`src/design/tga_rle_pixel_encoder_assert.svh`:
```
// assertion helpers shared by the encoder modules
// every macro samples on clk and is quiet while arst_n is low
`ifndef TGA_RLE_PIXEL_ENCODER_ASSERT_SVH
`define TGA_RLE_PIXEL_ENCODER_ASSERT_SVH

// condition holds at every edge
`define TRLE_CHECK(label, cond, msg) \
	label: assert property (@(posedge clk) disable iff (!arst_n) (cond)) else $error(msg);

// consequence holds in the same cycle as the trigger
`define TRLE_IMPLY(label, ante, cons, msg) \
	label: assert property (@(posedge clk) disable iff (!arst_n) (ante) |-> (cons)) else $error(msg);

// consequence holds in the cycle after the trigger
`define TRLE_NEXT(label, ante, cons, msg) \
	label: assert property (@(posedge clk) disable iff (!arst_n) (ante) |=> (cons)) else $error(msg);

`endif

```
`src/design/trle_pkg.sv`:
```
`timescale 1ns / 1ps
`default_nettype none

package trle_pkg;

	localparam int MAX_PACKET  = 128;
	localparam int OFFSET_BITS = 34;
	localparam int LEN_BITS    = $clog2(MAX_PACKET + 1);

	localparam int PIX_BITS  = 24;
	localparam int OFF_FIELD = 34;
	localparam int DIM_BITS  = 16;

	localparam logic [7:0]  RUN_FLAG    = 8'h80;
	localparam logic [7:0]  PAD_BYTE    = 8'hff;
	localparam logic [15:0] RGB_HI_MASK = 16'hffc0;
	localparam logic [15:0] RGB_LO_MASK = 16'h001f;

	// register indexes on the config channel
	localparam logic [1:0] REG_DEPTH = 2'd0;
	localparam logic [1:0] REG_WIDTH = 2'd1;
	localparam logic [1:0] REG_ROWS  = 2'd2;

	typedef enum logic [1:0] {
		MODE_MONO  = 2'd0,
		MODE_INDEX = 2'd1,
		MODE_RGB16 = 2'd2,
		MODE_RGB24 = 2'd3
	} depth_t;

	typedef struct packed {
		depth_t                depth_mode;
		logic [DIM_BITS-1:0]   image_width;
		logic [DIM_BITS-1:0]   image_rows;
		logic                  clear;
	} cfg_t;

	// slots of one op list, walked in this order
	localparam int NSLOT     = 7;
	localparam int SLOT_BITS = $clog2(NSLOT);
	localparam int SL_M1 = 0;
	localparam int SL_M2 = 1;
	localparam int SL_M3 = 2;
	localparam int SL_L1 = 3;
	localparam int SL_L2 = 4;
	localparam int SL_P1 = 5;
	localparam int SL_P2 = 6;

	typedef enum logic [1:0] {
		OP_BYTE  = 2'd0,	// one byte at the running offset
		OP_PIXEL = 2'd1,	// formatted pixel bytes at the running offset
		OP_HDR   = 2'd2	// raw header byte at the reserved offset
	} op_t;

	typedef struct packed {
		logic                en;
		op_t                 kind;
		logic                opn;	// pixel opens a raw packet, reserve header first
		logic [PIX_BITS-1:0] data;
	} slot_t;

	typedef struct packed {
		slot_t [NSLOT-1:0] slot;
		logic              img_end;
	} oplist_t;

endpackage

`default_nettype wire

```
`src/design/trle_cfg.sv`:
```
`timescale 1ns / 1ps
`default_nettype none

module trle_cfg import trle_pkg::*; (
	input  wire logic                clk,
	input  wire logic                arst_n,
	input  wire logic                cfg_valid,
	output logic                     cfg_ready,
	input  wire logic [1:0]          cfg_index,
	input  wire logic [DIM_BITS-1:0] cfg_data,
	output cfg_t                     cfg
);

	depth_t              depth_q;
	logic [DIM_BITS-1:0] width_q;
	logic [DIM_BITS-1:0] rows_q;
	logic                wr;

	assign cfg_ready = 1'b1;
	assign wr = cfg_valid && cfg_ready;

	always_ff @(posedge clk or negedge arst_n) begin
		if (!arst_n) begin
			depth_q <= MODE_INDEX;
			width_q <= DIM_BITS'(1);
			rows_q  <= DIM_BITS'(1);
		end else if (wr) begin
			case (cfg_index)
				REG_DEPTH: depth_q <= depth_t'(cfg_data[1:0]);
				REG_WIDTH: width_q <= cfg_data;
				REG_ROWS:  rows_q  <= cfg_data;
				default:   ;
			endcase
		end
	end

	// a write to a known register restarts the stream at the same edge
	always_comb begin
		cfg.depth_mode  = depth_q;
		cfg.image_width = width_q;
		cfg.image_rows  = rows_q;
		case (cfg_index)
			REG_DEPTH, REG_WIDTH, REG_ROWS: cfg.clear = wr;
			default:                        cfg.clear = 1'b0;
		endcase
	end

endmodule

`default_nettype wire

```
`src/design/trle_core.sv`:
```
`timescale 1ns / 1ps
`default_nettype none

module trle_core import trle_pkg::*; (
	input  wire logic                clk,
	input  wire logic                arst_n,
	input  wire cfg_t                cfg,
	input  wire logic                s_tvalid,
	output logic                     s_tready,
	input  wire logic [PIX_BITS-1:0] s_tdata,
	output logic                     list_valid,
	output oplist_t                  list,
	input  wire logic                list_take
);

	`include "tga_rle_pixel_encoder_assert.svh"

	logic [PIX_BITS-1:0] pix_s1;
	logic                valid_s1;

	logic [PIX_BITS-1:0] held_q;
	logic                held_vld_q;
	logic [DIM_BITS-1:0] col_q;
	logic [DIM_BITS-1:0] row_q;
	logic                run_q;
	logic [LEN_BITS-1:0] len_q;

	logic [PIX_BITS-1:0] hp;
	logic                hv;
	logic                run;
	logic [LEN_BITS-1:0] len;
	logic [DIM_BITS-1:0] col;
	logic [DIM_BITS-1:0] row;
	oplist_t             lst;
	logic                step;

	function automatic slot_t mk_byte(input logic [7:0] b);
		slot_t s;
		s.en   = 1'b1;
		s.kind = OP_BYTE;
		s.opn  = 1'b0;
		s.data = {{(PIX_BITS-8){1'b0}}, b};
		return s;
	endfunction

	function automatic slot_t mk_hdr(input logic [LEN_BITS-1:0] n);
		slot_t s;
		s.en   = 1'b1;
		s.kind = OP_HDR;
		s.opn  = 1'b0;
		s.data = {{(PIX_BITS-8){1'b0}}, 8'(n) - 8'd1};
		return s;
	endfunction

	function automatic slot_t mk_run(input logic [LEN_BITS-1:0] n);
		return mk_byte(RUN_FLAG + 8'(n) - 8'd1);
	endfunction

	// pixel bytes in output order, byte 0 lowest
	function automatic slot_t mk_pix(input logic [PIX_BITS-1:0] p, input depth_t m,
			input logic opn);
		slot_t       s;
		logic [15:0] v;
		v = ((p[15:0] & RGB_HI_MASK) >> 1) | (p[15:0] & RGB_LO_MASK);
		s.en   = 1'b1;
		s.kind = OP_PIXEL;
		s.opn  = opn;
		case (m)
			MODE_MONO:  s.data = {{(PIX_BITS-8){1'b0}}, ~p[7:0]};
			MODE_INDEX: s.data = {{(PIX_BITS-8){1'b0}}, p[7:0]};
			MODE_RGB16: s.data = {{(PIX_BITS-16){1'b0}}, v};
			default:    s.data = p;
		endcase
		return s;
	endfunction

	assign step       = valid_s1 && list_take;
	assign s_tready   = !valid_s1 || list_take;
	assign list_valid = valid_s1;
	assign list       = lst;

	always_ff @(posedge clk or negedge arst_n) begin
		if (!arst_n) begin
			valid_s1 <= 1'b0;
		end else if (cfg.clear) begin
			valid_s1 <= 1'b0;
		end else if (s_tvalid && s_tready) begin
			valid_s1 <= 1'b1;
		end else if (step) begin
			valid_s1 <= 1'b0;
		end
	end

	always_ff @(posedge clk) begin
		if (s_tvalid && s_tready) begin
			pix_s1 <= s_tdata;
		end
	end

	always_ff @(posedge clk or negedge arst_n) begin
		if (!arst_n) begin
			held_q     <= '0;
			held_vld_q <= 1'b0;
			col_q      <= '0;
			row_q      <= '0;
			run_q      <= 1'b0;
			len_q      <= '0;
		end else if (cfg.clear) begin
			held_q     <= '0;
			held_vld_q <= 1'b0;
			col_q      <= '0;
			row_q      <= '0;
			run_q      <= 1'b0;
			len_q      <= '0;
		end else if (step) begin
			held_q     <= hp;
			held_vld_q <= hv;
			col_q      <= col;
			row_q      <= row;
			run_q      <= run;
			len_q      <= len;
		end
	end

	always_comb begin
		logic [PIX_BITS-1:0] p;
		logic [DIM_BITS:0]   elems;
		logic [DIM_BITS:0]   rows;
		logic [DIM_BITS:0]   row_inc;
		logic                last;

		case (cfg.depth_mode)
			MODE_RGB24: p = pix_s1;
			MODE_RGB16: p = {{(PIX_BITS-16){1'b0}}, pix_s1[15:0]};
			default:    p = {{(PIX_BITS-8){1'b0}}, pix_s1[7:0]};
		endcase

		// mono rows count bytes of eight pixels
		if (cfg.depth_mode == MODE_MONO) begin
			elems = ({1'b0, cfg.image_width} + (DIM_BITS+1)'(7)) >> 3;
		end else begin
			elems = {1'b0, cfg.image_width};
		end
		if (elems == '0) begin
			elems = (DIM_BITS+1)'(1);
		end
		rows = (cfg.image_rows == '0) ? (DIM_BITS+1)'(1) : {1'b0, cfg.image_rows};
		last = ({1'b0, col_q} + (DIM_BITS+1)'(1)) >= elems;

		lst = '0;
		hp  = held_q;
		hv  = held_vld_q;
		run = run_q;
		len = len_q;
		col = col_q;
		row = row_q;
		row_inc = '0;

		if (len != '0 && run) begin
			// open run: extend and close at full length, or close on a different pixel
			if (p == hp) begin
				len = len + LEN_BITS'(1);
				if (len >= LEN_BITS'(MAX_PACKET)) begin
					lst.slot[SL_M1] = mk_run(len);
					lst.slot[SL_M2] = mk_pix(hp, cfg.depth_mode, 1'b0);
					len = '0;
					run = 1'b0;
				end
			end else begin
				lst.slot[SL_M1] = mk_run(len);
				lst.slot[SL_M2] = mk_pix(hp, cfg.depth_mode, 1'b0);
				len = '0;
				run = 1'b0;
				hp  = p;
				hv  = 1'b1;
			end
		end else if (hv) begin
			if (p == hp) begin
				// pair found: close any raw packet and start a run
				if (len != '0) begin
					lst.slot[SL_M1] = mk_hdr(len);
				end
				run = 1'b1;
				len = LEN_BITS'(2);
				hv  = 1'b0;
				if (len >= LEN_BITS'(MAX_PACKET)) begin
					lst.slot[SL_M2] = mk_run(len);
					lst.slot[SL_M3] = mk_pix(hp, cfg.depth_mode, 1'b0);
					len = '0;
					run = 1'b0;
				end
			end else begin
				// held pixel goes raw
				if (len == '0) begin
					lst.slot[SL_M1] = mk_pix(hp, cfg.depth_mode, 1'b1);
					len = LEN_BITS'(1);
					run = 1'b0;
				end else begin
					lst.slot[SL_M1] = mk_pix(hp, cfg.depth_mode, 1'b0);
					len = len + LEN_BITS'(1);
				end
				if (len >= LEN_BITS'(MAX_PACKET)) begin
					lst.slot[SL_M2] = mk_hdr(len);
					len = '0;
				end
				hp = p;
			end
		end else begin
			hp = p;
			hv = 1'b1;
		end

		if (last) begin
			// end of row: flush whatever is pending
			if (hv) begin
				if (len != '0) begin
					lst.slot[SL_L1] = mk_pix(hp, cfg.depth_mode, 1'b0);
					len = len + LEN_BITS'(1);
				end else begin
					lst.slot[SL_L1] = mk_pix(hp, cfg.depth_mode, 1'b1);
					len = LEN_BITS'(1);
				end
				lst.slot[SL_L2] = mk_hdr(len);
				len = '0;
				hv  = 1'b0;
			end else if (len != '0 && run) begin
				lst.slot[SL_L1] = mk_run(len);
				lst.slot[SL_L2] = mk_pix(hp, cfg.depth_mode, 1'b0);
				len = '0;
				run = 1'b0;
			end
			if (cfg.depth_mode == MODE_MONO && elems[0]) begin
				lst.slot[SL_P1] = mk_byte(8'h00);
				lst.slot[SL_P2] = mk_byte(PAD_BYTE);
			end
			col = '0;
			row_inc = {1'b0, row_q} + (DIM_BITS+1)'(1);
			if (row_inc >= rows) begin
				lst.img_end = 1'b1;
				row = '0;
			end else begin
				row = row_inc[DIM_BITS-1:0];
			end
		end else begin
			col = col_q + DIM_BITS'(1);
		end
	end

	`TRLE_CHECK(a_len_below_max, len_q < LEN_BITS'(MAX_PACKET), "packet left open at full length")
	`TRLE_IMPLY(a_run_not_held, run_q && len_q != '0, !held_vld_q, "open run with a held pixel")
	`TRLE_IMPLY(a_ready_when_empty, !valid_s1, s_tready, "input blocked with empty stage")

endmodule

`default_nettype wire

```
`src/design/trle_ser.sv`:
```
`timescale 1ns / 1ps
`default_nettype none

module trle_ser import trle_pkg::*; (
	input  wire logic                 clk,
	input  wire logic                 arst_n,
	input  wire cfg_t                 cfg,
	input  wire logic                 list_valid,
	input  wire oplist_t              list,
	output logic                      list_take,
	output logic                      out_valid,
	input  wire logic                 out_ready,
	output logic [OFF_FIELD-1:0]      out_offset,
	output logic [7:0]                out_byte,
	output logic                      out_item_last,
	output logic                      out_image_end,
	output logic [OFF_FIELD-1:0]      out_length
);

	`include "tga_rle_pixel_encoder_assert.svh"

	oplist_t                list_s2;
	logic                   valid_s2;
	logic [SLOT_BITS-1:0]   slot_q;
	logic [1:0]             byte_q;
	logic [OFFSET_BITS-1:0] cnt_q;
	logic [OFFSET_BITS-1:0] hdr_q;

	slot_t                  cur;
	logic [1:0]             nbytes;
	logic                   slot_last;
	logic                   has_next;
	logic [SLOT_BITS-1:0]   nxt;
	logic                   item_last;
	logic                   opening;
	logic [OFFSET_BITS-1:0] cnt_nxt;
	logic [OFFSET_BITS-1:0] hdr_nxt;
	logic [NSLOT-1:0]       above;
	logic [NSLOT-1:0]       in_en;
	logic                   fire;
	logic                   load;

	function automatic logic [SLOT_BITS-1:0] first_set(input logic [NSLOT-1:0] m);
		logic [SLOT_BITS-1:0] r;
		r = '0;
		for (int i = NSLOT - 1; i >= 0; i--) begin
			if (m[i]) begin
				r = SLOT_BITS'(i);
			end
		end
		return r;
	endfunction

	always_comb begin
		for (int i = 0; i < NSLOT; i++) begin
			above[i] = list_s2.slot[i].en && (SLOT_BITS'(i) > slot_q);
			in_en[i] = list.slot[i].en;
		end
	end

	assign cur = list_s2.slot[slot_q];

	always_comb begin
		if (cur.kind == OP_PIXEL) begin
			case (cfg.depth_mode)
				MODE_RGB16: nbytes = 2'd2;
				MODE_RGB24: nbytes = 2'd3;
				default:    nbytes = 2'd1;
			endcase
		end else begin
			nbytes = 2'd1;
		end
	end

	assign slot_last = byte_q == (nbytes - 2'd1);
	assign has_next  = |above;
	assign nxt       = first_set(above);
	assign item_last = slot_last && !has_next;
	assign opening   = cur.kind == OP_PIXEL && cur.opn && byte_q == 2'd0;

	always_comb begin
		case (byte_q)
			2'd0:    out_byte = cur.data[7:0];
			2'd1:    out_byte = cur.data[15:8];
			default: out_byte = cur.data[23:16];
		endcase
	end

	// an opening pixel first reserves its packet header byte
	always_comb begin
		hdr_nxt = hdr_q;
		if (cur.kind == OP_HDR) begin
			out_offset = OFF_FIELD'(hdr_q);
			cnt_nxt    = cnt_q;
		end else if (opening) begin
			out_offset = OFF_FIELD'(cnt_q + OFFSET_BITS'(1));
			cnt_nxt    = cnt_q + OFFSET_BITS'(2);
			hdr_nxt    = cnt_q;
		end else begin
			out_offset = OFF_FIELD'(cnt_q);
			cnt_nxt    = cnt_q + OFFSET_BITS'(1);
		end
	end

	assign out_valid     = valid_s2;
	assign out_item_last = item_last;
	assign out_image_end = list_s2.img_end && item_last;
	assign out_length    = out_image_end ? OFF_FIELD'(cnt_nxt) : '0;

	assign fire      = valid_s2 && out_ready;
	assign list_take = !valid_s2 || (out_ready && item_last);
	assign load      = list_valid && list_take;

	always_ff @(posedge clk or negedge arst_n) begin
		if (!arst_n) begin
			valid_s2 <= 1'b0;
			slot_q   <= '0;
			byte_q   <= '0;
			cnt_q    <= '0;
			hdr_q    <= '0;
		end else if (cfg.clear) begin
			valid_s2 <= 1'b0;
			cnt_q    <= '0;
			hdr_q    <= '0;
		end else begin
			// an image end with no writes restarts the offset after the last byte
			if (load && !(|in_en) && list.img_end) begin
				cnt_q <= '0;
			end else if (fire) begin
				cnt_q <= out_image_end ? '0 : cnt_nxt;
			end
			if (fire) begin
				hdr_q <= hdr_nxt;
			end
			if (load) begin
				valid_s2 <= |in_en;
				slot_q   <= first_set(in_en);
				byte_q   <= '0;
			end else if (fire) begin
				if (slot_last) begin
					slot_q <= nxt;
					byte_q <= '0;
				end else begin
					byte_q <= byte_q + 2'd1;
				end
				if (item_last) begin
					valid_s2 <= 1'b0;
				end
			end
		end
	end

	always_ff @(posedge clk) begin
		if (load) begin
			list_s2 <= list;
		end
	end

	`TRLE_IMPLY(a_slot_enabled, valid_s2, list_s2.slot[slot_q].en, "walking a disabled slot")
	`TRLE_IMPLY(a_byte_in_range, valid_s2, byte_q < nbytes, "byte index past pixel size")
	`TRLE_NEXT(a_stall_holds, valid_s2 && !out_ready, $stable(slot_q) && $stable(byte_q), "moved on stall")
	`TRLE_NEXT(a_end_restarts, fire && out_image_end, cnt_q == '0, "offset not restarted after image")

endmodule

`default_nettype wire

```
`src/design/tga_rle_pixel_encoder.sv`:
```
// TGA run-length pixel encoder. Pixel elements enter on the s_t* stream, one per item,
// row by row; the encoder writes the TGA run-length byte stream on the m_t* stream as
// one byte write per item (offset from the start of pixel data plus byte value).
// Runs of 2..128 equal pixels become run packets; other pixels go into raw packets whose
// header byte is written back at its reserved offset when the packet closes, so offsets
// are not always increasing. Packets never cross a row. depth_mode selects mono bytes
// (inverted, rows of an odd byte count padded with 00 FF), 8-bit index, RGB565 (written
// as little-endian 1-5-5-5) or 24-bit (byte order reversed). Rate: one pixel item
// enters per cycle while no item yields over one byte write and the output keeps up;
// each item yields 0 to 8 byte writes that leave at one per cycle while m_tready is
// high; the single byte-wide output serializer holds the input until an item's last
// write is taken. Input register, then op list register, precede the first byte write.
// Config writes restart the stream and must be made only while the block is idle;
// a write to index 3 restarts nothing. The last byte of each image has m_tlast set and
// carries the total encoded length; offsets restart at zero for the next image.
`timescale 1ns / 1ps
`default_nettype none

module tga_rle_pixel_encoder import trle_pkg::*; (
	input  wire logic                clk,
	input  wire logic                arst_n,

	// config write channel
	input  wire logic                cfg_valid,
	output logic                     cfg_ready,
	input  wire logic [1:0]          cfg_index,	// 0 depth_mode, 1 image_width, 2 image_rows
	input  wire logic [DIM_BITS-1:0] cfg_data,

	// pixel input
	input  wire logic                s_tvalid,
	output logic                     s_tready,
	input  wire logic [PIX_BITS-1:0] s_tdata,	// [23:0] pixel_value

	// byte writes out
	output logic                     m_tvalid,
	input  wire logic                m_tready,
	output logic [79:0]              m_tdata,	// [33:0] byte_offset, [41:34] byte_value,
	                                        	// [75:42] encoded_length, [79:76] zero
	output logic                     m_tuser,	// [0] last_of_item
	output logic                     m_tlast	// image_end
);

	cfg_t                cfg;
	oplist_t             list;
	logic                list_valid;
	logic                list_take;
	logic [OFF_FIELD-1:0] out_offset;
	logic [7:0]          out_byte;
	logic [OFF_FIELD-1:0] out_length;

	// register file, also flags the stream restart on a write to a known register
	trle_cfg u_cfg (
		.clk       (clk),
		.arst_n    (arst_n),
		.cfg_valid (cfg_valid),
		.cfg_ready (cfg_ready),
		.cfg_index (cfg_index),
		.cfg_data  (cfg_data),
		.cfg       (cfg)
	);

	// input register and packet decisions: one op list per pixel
	trle_core u_core (
		.clk        (clk),
		.arst_n     (arst_n),
		.cfg        (cfg),
		.s_tvalid   (s_tvalid),
		.s_tready   (s_tready),
		.s_tdata    (s_tdata),
		.list_valid (list_valid),
		.list       (list),
		.list_take  (list_take)
	);

	// op list register, byte walker and write/header offsets
	trle_ser u_ser (
		.clk           (clk),
		.arst_n        (arst_n),
		.cfg           (cfg),
		.list_valid    (list_valid),
		.list          (list),
		.list_take     (list_take),
		.out_valid     (m_tvalid),
		.out_ready     (m_tready),
		.out_offset    (out_offset),
		.out_byte      (out_byte),
		.out_item_last (m_tuser),
		.out_image_end (m_tlast),
		.out_length    (out_length)
	);

	// pack fields lowest first, zero fill to whole bytes
	assign m_tdata = {4'b0000, out_length, out_byte, out_offset};

endmodule

`default_nettype wire

```
`config.mk`:
```
export PLATFORM = sky130hd
export DESIGN_NAME = tga_rle_pixel_encoder
export DESIGN_NICKNAME = d
export VERILOG_FILES = /design/src/design/trle_pkg.sv /design/src/design/trle_cfg.sv /design/src/design/trle_core.sv /design/src/design/trle_ser.sv /design/src/design/tga_rle_pixel_encoder.sv
export VERILOG_INCLUDE_DIRS = /design/src /design/src/design
export SDC_FILE = /design/constraint.sdc
export NUM_CORES = 1
export LEC_CHECK = 0
export ABC_AREA = 1
export BUFFER_PORTS_ARGS = -buffer_cell sky130_fd_sc_hd__buf_4
export CAP_MARGIN = 20
export CORE_UTILIZATION = 60
export CTS_CLUSTER_SIZE = 25
export DETAILED_ROUTE_END_ITERATION = 8
export PLACE_DENSITY = 0.79
export RECOVER_POWER = 100
export SYNTH_ARGS = -nofsm -noshare
export SYNTH_HDL_FRONTEND = slang
export SYNTH_SLANG_ARGS = --single-unit
export TNS_END_PERCENT = 50
```
`constraint.sdc`:
```
create_clock -name clk -period 4.6 [get_ports clk]
set_clock_uncertainty 0.05 [all_clocks]
set_input_delay 0 -clock clk [delete_from_list [all_inputs] [get_ports clk]]
set_output_delay 0 -clock clk [all_outputs]
set_load 0.005 [all_outputs]
```
# After elaboration in Yosys (flattened, before gate mapping)
# Cells that the tools add are included.
[word_totals] reg_bits=368 romBits=0 output_inout_bits=85 wordCells=261 latch_bits=0 mem_bits_rw=0 in_bits=47 memories=0
[classes] bitwise_logic=7 multipliers=0 eq_ne=11 n_reduce_logical=56 div=0 addsub=19 n_shift=0 magnitude_cmp=11 mux=114
[op_table] cell="2-to-1 mux 34 bit" count=13
[op_table] cell="2-to-1 mux 56 bit" count=7
[op_table] cell="2-to-1 mux 16 bit" count=10
[op_table] cell="2-to-1 mux 8 bit" count=18
[op_table] cell="case mux 24 bit (3 select lines)" count=2
[op_table] cell="2-to-1 mux 24 bit" count=5
[op_table] cell="2-to-1 mux 112 bit" count=1
[op_table] cell="2-to-1 mux 28 bit" count=4
[op_table] cell="binary-select mux 28 bit (select 3 bit)" count=1
[op_table] cell="2-to-1 mux 25 bit" count=2
[op_table] cell="case mux 24 bit (2 select lines)" count=1
[op_table] cell="subtractor 8 x 1 -> 8 bit (second input constant)" count=6
[op_table] cell="2-to-1 mux 3 bit" count=15
[op_table] cell="adder 16 x 1 -> 17 bit (second input constant)" count=2
[op_table] cell="adder 34 x 1 -> 34 bit (second input constant)" count=1
[op_table] cell="adder 34 x 2 -> 34 bit (second input constant)" count=1
[op_table] cell="OR 15 x 5 -> 15 bit" count=2
[op_table] cell="2-to-1 mux 1 bit" count=28
[op_table] cell="2-to-1 mux 27 bit" count=1
[op_table] cell="adder 8 bit (first input constant)" count=3
[op_table] cell="equality test 24 bit" count=1
[op_table] cell="logical AND 1 bit" count=19
[op_table] cell="adder 16 x 3 -> 17 bit (second input constant)" count=1
[op_table] cell="greater-or-equal comparator 17 x 16 -> 1 bit" count=1
[op_table] cell="other kinds (33)" count=73

# Depth between registers and ports, before layout
[depth] depth_word=25 ltp_mapped=26 mapped_depth_nobuf=24

# Cells and area by module
# Synthesis repeated with hierarchy kept, for this count alone.
[unflattened] cells_unflattened=3030 hier_area_um2=24198.2
[by_module_without_submodules] module="trle_ser" cells_per_inst=1564 seq_area_each_um2=7737.4 area_each_um2=13877.1 instances=1
[by_module_without_submodules] module="trle_core" cells_per_inst=1304 seq_area_each_um2=2397.3 area_each_um2=8813.5 instances=1
[by_module_without_submodules] module="trle_cfg" cells_per_inst=157 seq_area_each_um2=854.6 area_each_um2=1473.9 instances=1
[by_module_without_submodules] module="tga_rle_pixel_encoder" cells_per_inst=5 seq_area_each_um2=0.0 area_each_um2=33.8 instances=1

# Worst setup path after synthesis
# Ideal clock, no wire load.
[synth_path] path_type="register to register" startpoint="register u_ser.slot_q[1]" endpoint="register u_core.row_q[12]" stages_incl_launch_ff=18 n_path_buf=1 setup_ps=82 t_arrival_ps=3722 t_required_ps=4468 period_less_slack_ps=3855 path_slack_ps=745 path_cell_list="dfrtp_1 -> nor2_1 -> inv_2 -> nor2_4 -> nand2_1 -> nand3_1 -> nand2_1 -> nor2_1 -> xor2_1 -> nand2_1 -> nor2_4 -> nand2_2 -> nand2_2 -> nand2_4 -> inv_2 -> nand4_1 -> buf_2 -> o22ai_1"
[synth_via] elab_chain_len=12 elab_cells_between_ends=26 classes_between="add/sub: 1; order compare: 6; eq/ne: 2; mux: 3; reduce/logical: 14"
[synth_rtl] item="start: declaration" line_no="trle_ser.sv:24" text="logic [SLOT_BITS-1:0] slot_q;"
[synth_rtl] item="start signal: assignment" line_no="trle_ser.sv:137" text="slot_q <= first_set(in_en);"
[synth_rtl] item="start signal: assignment" line_no="trle_ser.sv:141" text="slot_q <= nxt;"
[synth_rtl] item="binary-select mux 28 bit (select 3 bit)" line_no="trle_ser.sv:61" text="assign cur = list_s2.slot[slot_q];"
[synth_rtl] item="2-to-1 mux 27 bit (implied by the code)" line_no="trle_ser.sv:61"
[synth_rtl] item="equality test 2 x 1 -> 1 bit" line_no="trle_ser.sv:64" text="if (cur.kind == OP_PIXEL) begin"
[synth_rtl] item="2-to-1 mux 2 bit" line_no="trle_ser.sv:64"
[synth_rtl] item="subtractor 2 x 1 -> 2 bit" line_no="trle_ser.sv:75" text="assign slot_last = byte_q == (nbytes - 2'd1);"
[synth_rtl] item="equality test 2 bit" line_no="trle_ser.sv:75"
[synth_rtl] item="logical AND 1 bit (*)" line_no="trle_ser.sv:78" text="assign item_last = slot_last && !has_next;"
[synth_rtl] item="named net m_tuser" line_no="tga_rle_pixel_encoder.sv:39" text="output logic m_tuser,"
[synth_rtl] item="logical AND 1 bit (*)" line_no="trle_ser.sv:111" text="assign list_take = !valid_s2 || (out_ready && item_last);"
[synth_rtl] item="logical OR 1 bit (*)" line_no="trle_ser.sv:111"
[synth_rtl] item="logical AND 1 bit (*)" line_no="trle_core.sv:77" text="assign step = valid_s1 && list_take;"
[synth_rtl] item="named net u_core.step" line_no="trle_core.sv:35" text="logic step;"
[synth_rtl] item="nonzero test 2 bit (no source line) (*)"
[synth_rtl] item="AND reduction 2 bit (no source line) (*)"
[synth_rtl] item="end signal: assignment" line_no="trle_core.sv:119" text="row_q <= row;"
[synth_rtl] item="end: declaration" line_no="trle_core.sv:24" text="logic [DIM_BITS-1:0] row_q;"
# Mark *: on every way through the listed nets, which the timed path passes. The rest lies on a longest branch. The select of a mux whose other input is x is not followed.
# A chain may end at the register's enable or synchronous reset.

==> summary.md <==
| Metric | Value |
|---|---|
| Internal Power | 5940 uW |
| Core ar. | 31,500 sq um |
| Post-synth top area share | about 22% |
| Hold Vio Cnt, Final | 0 |
| Vias | about 18,000 |
| H-tree levels | 2 |
| GP Congestion | about 0.94 |
| Worst Setup Slack post-DPL | 394 ps |
| Worst slew margin | -138% |
| Comb pwr share | 33.1% |
| Post-route minimum period | around 4300 ps |
| RSZ-0062 raised after global routing | yes |
| Per-cell routed wire length | about 18 microns |
| Async SR Flop Fraction | about 57% |
| Drt drc | 0 |
| Fmax | 0.232 GHz |
| Initial antenna violation count | 0 |
| Synth Area per Inst | approximately 7.9 sq um |
| Net switching power | roughly 3500 uW |
| Crit Path Max Fanout | 25 |
| Sequential Area | between 8000 and 9000 sq um |
| Post-CTS setup buffers | 0 |
| Top cells by count, synth | nand2_1 (464), inv_1 (346), nor2_1 (295), o21ai_0 (179), dfrtp_1 (172) |
| Io pins | 132 |
| R2R Setup Slk | 280 ps |
| CTS tree | built |
| Vias in the first global route | roughly 17,000 |
| Final setup fails | 0 |
| Crit path DAT | 4670 ps |
| Fillers | 2,499 |
| Failing checks | max-capacitance violations, max-slew violations |
| Clk sinks | 308 |
| Setup TNS | 0 ps |
| Layout cells sized above 1 | 11.9% |
| Peak VDD IR | 355 uV |
| Top cells by area, synth | dfrtp_1 (22%), edfxtp_1 (21%), nand2_1 (9.1%) |
| Final WL | between 50,000 and 60,000 microns |
| GRT overflow | 0 |
| Cell taking the most area after synthesis | dfrtp_1 |
| Sequential area share after synthesis | ~44% |
| Seq pwr share | roughly 36% |
| Worst min path class | in2reg |
| Pre-antenna DRT Iters | 8 |
| Number of nets with antenna violations after detailed routing | 0 |
| 1st-iter DRT viols | about 1,800 |
| Status | finished, violations left |
| Diode count | 0 |
| Number of synthesized flops with an enable pin | 133 |
| Vias per Instance | 5.87 |
| Dpl hpwl | 38,100 microns |
| Non-Filler Instances | between 3,000 and 4,000 |
| Fin worst setup slack | 281 ps |
| Slew @ Worst Pin | 3580 ps |
| Fin nets | around 2,700 |
| I/O Buffers | 126 |
| Max_cap viols | 2 |
| Fin crit share | between 90% and 100% |
| Row count | 65 |
| Die Y-Extent | 181 microns |
| Worst setup SP type | flip-flop |
| Maximum clock path buffer count | 3 |
| Largest net degree at the start of global routing | between 80 and 90 |
| Die X-Extent | 181 microns |
| Unique masters post-synth | 56 |
| Placed Cells | about 2,900 |
| YS warnings | 0 |
| Most common cell in the netlist | nand2_1 |
| Root buf cell | clkbuf_16 |
| Top_reg_cell synth | dfrtp_1 |
| Clk_lat worst skew | 540 ps |
| Lkg Pwr | 0.00940 uW |
| CP endpoint kind | flip-flop |
| Initial Utilization | 60.9% |
| Final Max Slew Viols | 106 |
| WP data required | 4960 ps |
| Clock Power Share | 31.2% |
| Sw Ratio | a little under two fifths |
| CTS Buf Count | 36 |
| Register bit total from synthesis | a little over 300 |
| First-pass GRT wire length | just under 90,000 microns |
| Die ar. | 32,600 sq um |
| Footprint of the multi-input gates | about 9000 sq um |
| Mapped Cells | 2,437 |
| Clock Pin Slew Worst Setup and Hold Paths | about 60 ps |
| Synthesized area | 19,200 sq um |
| Total GRT Usage | 33.3% |
| Crit path kind | reg2reg |
| Area Growth Syn to Fin | 15.1% |
| Power Density | roughly 430 nW/um^2 |
[final timing paths]
kind                                  startpoint                 to  cells after the start
worst max-delay path            u_cfg.depth_q[0]    u_ser.out_valid                     16
min in group asynchronous                 arst_n    u_ser.hdr_q[14]                      2
worst max register to register  u_cfg.depth_q[0]    u_ser.out_valid                     16
worst min register to register  u_cfg.width_q[7]   u_cfg.width_q[7]                      2
worst min-delay path                 s_tdata[21]  u_core.pix_s1[21]                      2
max in group asynchronous                 arst_n    u_core.len_q[3]                      3
[kinds of logic after synthesis]
logic type | Yosys count | share of synthesized area, %
xor gates and xnor gates | 107 | 4.89
and+or+nand+nor | 1023 | 23.4
DFF | 308 | 43.7
muxes | 2 | 0.105
AOI/OAI and AO/OA | 481 | 15.0
buffers and inverters | 472 | 10.0
adders and majority gates | 42 | 2.74
other | 2 | 0.0392
[metal layers]
metal	GRT usage, %	wire (microns)	vias to the layer above	share of wire (%)
met2	53.9	25600	864	47
met3	4.12	4190	128	7.7
li1	-	-	8373	-
met5	0	0	-	0
met4	14.5	2170	0	4.0
met1	45.0	22100	8287	41
[worst max-delay path, stage by stage (launching register included)]
cell	delay, ps
dfstp_1	370
buf_4	240
nand2_2	330
inv_1	300
nand3_1	160
nand2_1	60
nor2_1	90
nand2_1	100
nor2_4	290
nand3_2	120
nand2_2	170
clkbuf_1	1120
nand2_1	290
a21oi_1	250
nand3_1	110
nand3_1	90
nand2_1	70
[state kept, by name (all words and copies together), names as in the netlist]
signal / cells
u_cfg.depth_q: 2
u_cfg.rows_q: 16
u_cfg.width_q: 16
u_core.col_q: 16
u_core.held_q: 24
u_core.held_vld_q: 1
u_core.len_q: 8
u_core.list_valid: 1
u_core.pix_s1: 24
u_core.row_q: 16
u_core.run_q: 1
u_ser.byte_q: 2
u_ser.cnt_q: 34
u_ser.hdr_q: 34
u_ser.list_s2: 109
u_ser.out_valid: 1
u_ser.slot_q: 3
[layout by cell type (no fill, tap or decap), drive strengths merged, types with 4 or more instances in the layout]
cell,instances
o22ai,124
o221ai,9
a32o,9
nand4,38
inv,365
o21ai,188
dlygate4sd3,46
nand2,474
xnor2,13
o21a,4
nor2,325
a21oi,89
buf,126
o211ai,25
clkbuf,82
a31oi,10
nor3,38
a22o,4
dfrtp,172
edfxtp,133
conb,5
clkinv,12
nor4,13
nand3,129
xor2,94
ha,42
[what timing repair did]
action / in CTS / in global routing
hold buffers: 46 / 0
gates resized for setup: 0 / 4
endpoints found under the hold margin: 140 / 0
endpoints found under the setup margin: 0 / 45
[final cells by class]
cell class / instances / area share, %
multi-input combinational: 1660 / 40.3
clock inverter: 19 / 0.936
tap: 402 / 2.28
inverter: 363 / 6.19
sequential: 308 / 38.0
clock buffer: 47 / 4.64
timing repair buffer: 208 / 7.63
[power by group through the flow]
stage / clock (uW) / combinational, uW / sequential (uW)
final: 2940 / 3120 / 3360
after global routing: 3080 / 3400 / 3390
after floorplan: 0 / 2010 / 3310
after detailed placement: 0 / 3030 / 3400
after global placement: 0 / 2970 / 3390
after CTS: 2970 / 3080 / 3350
[through the flow]
stage | hold slack, ps | power [uW] | utilization, % | instance area (sq um)
2_1_floorplan | -346 | 5320 | - | 19200
3_3_place_gp | 25.5 | 6360 | 64.7 | 20400
3_5_place_dp | 42.1 | 6430 | 64.7 | 20400
4_1_cts | 65.1 | 9400 | 70.1 | 22100
5_1_grt | 149 | 9870 | 70.0 | 22000
6_report | 152 | 9420 | 70.0 | 22000
(Power assumes the default switching activity.)
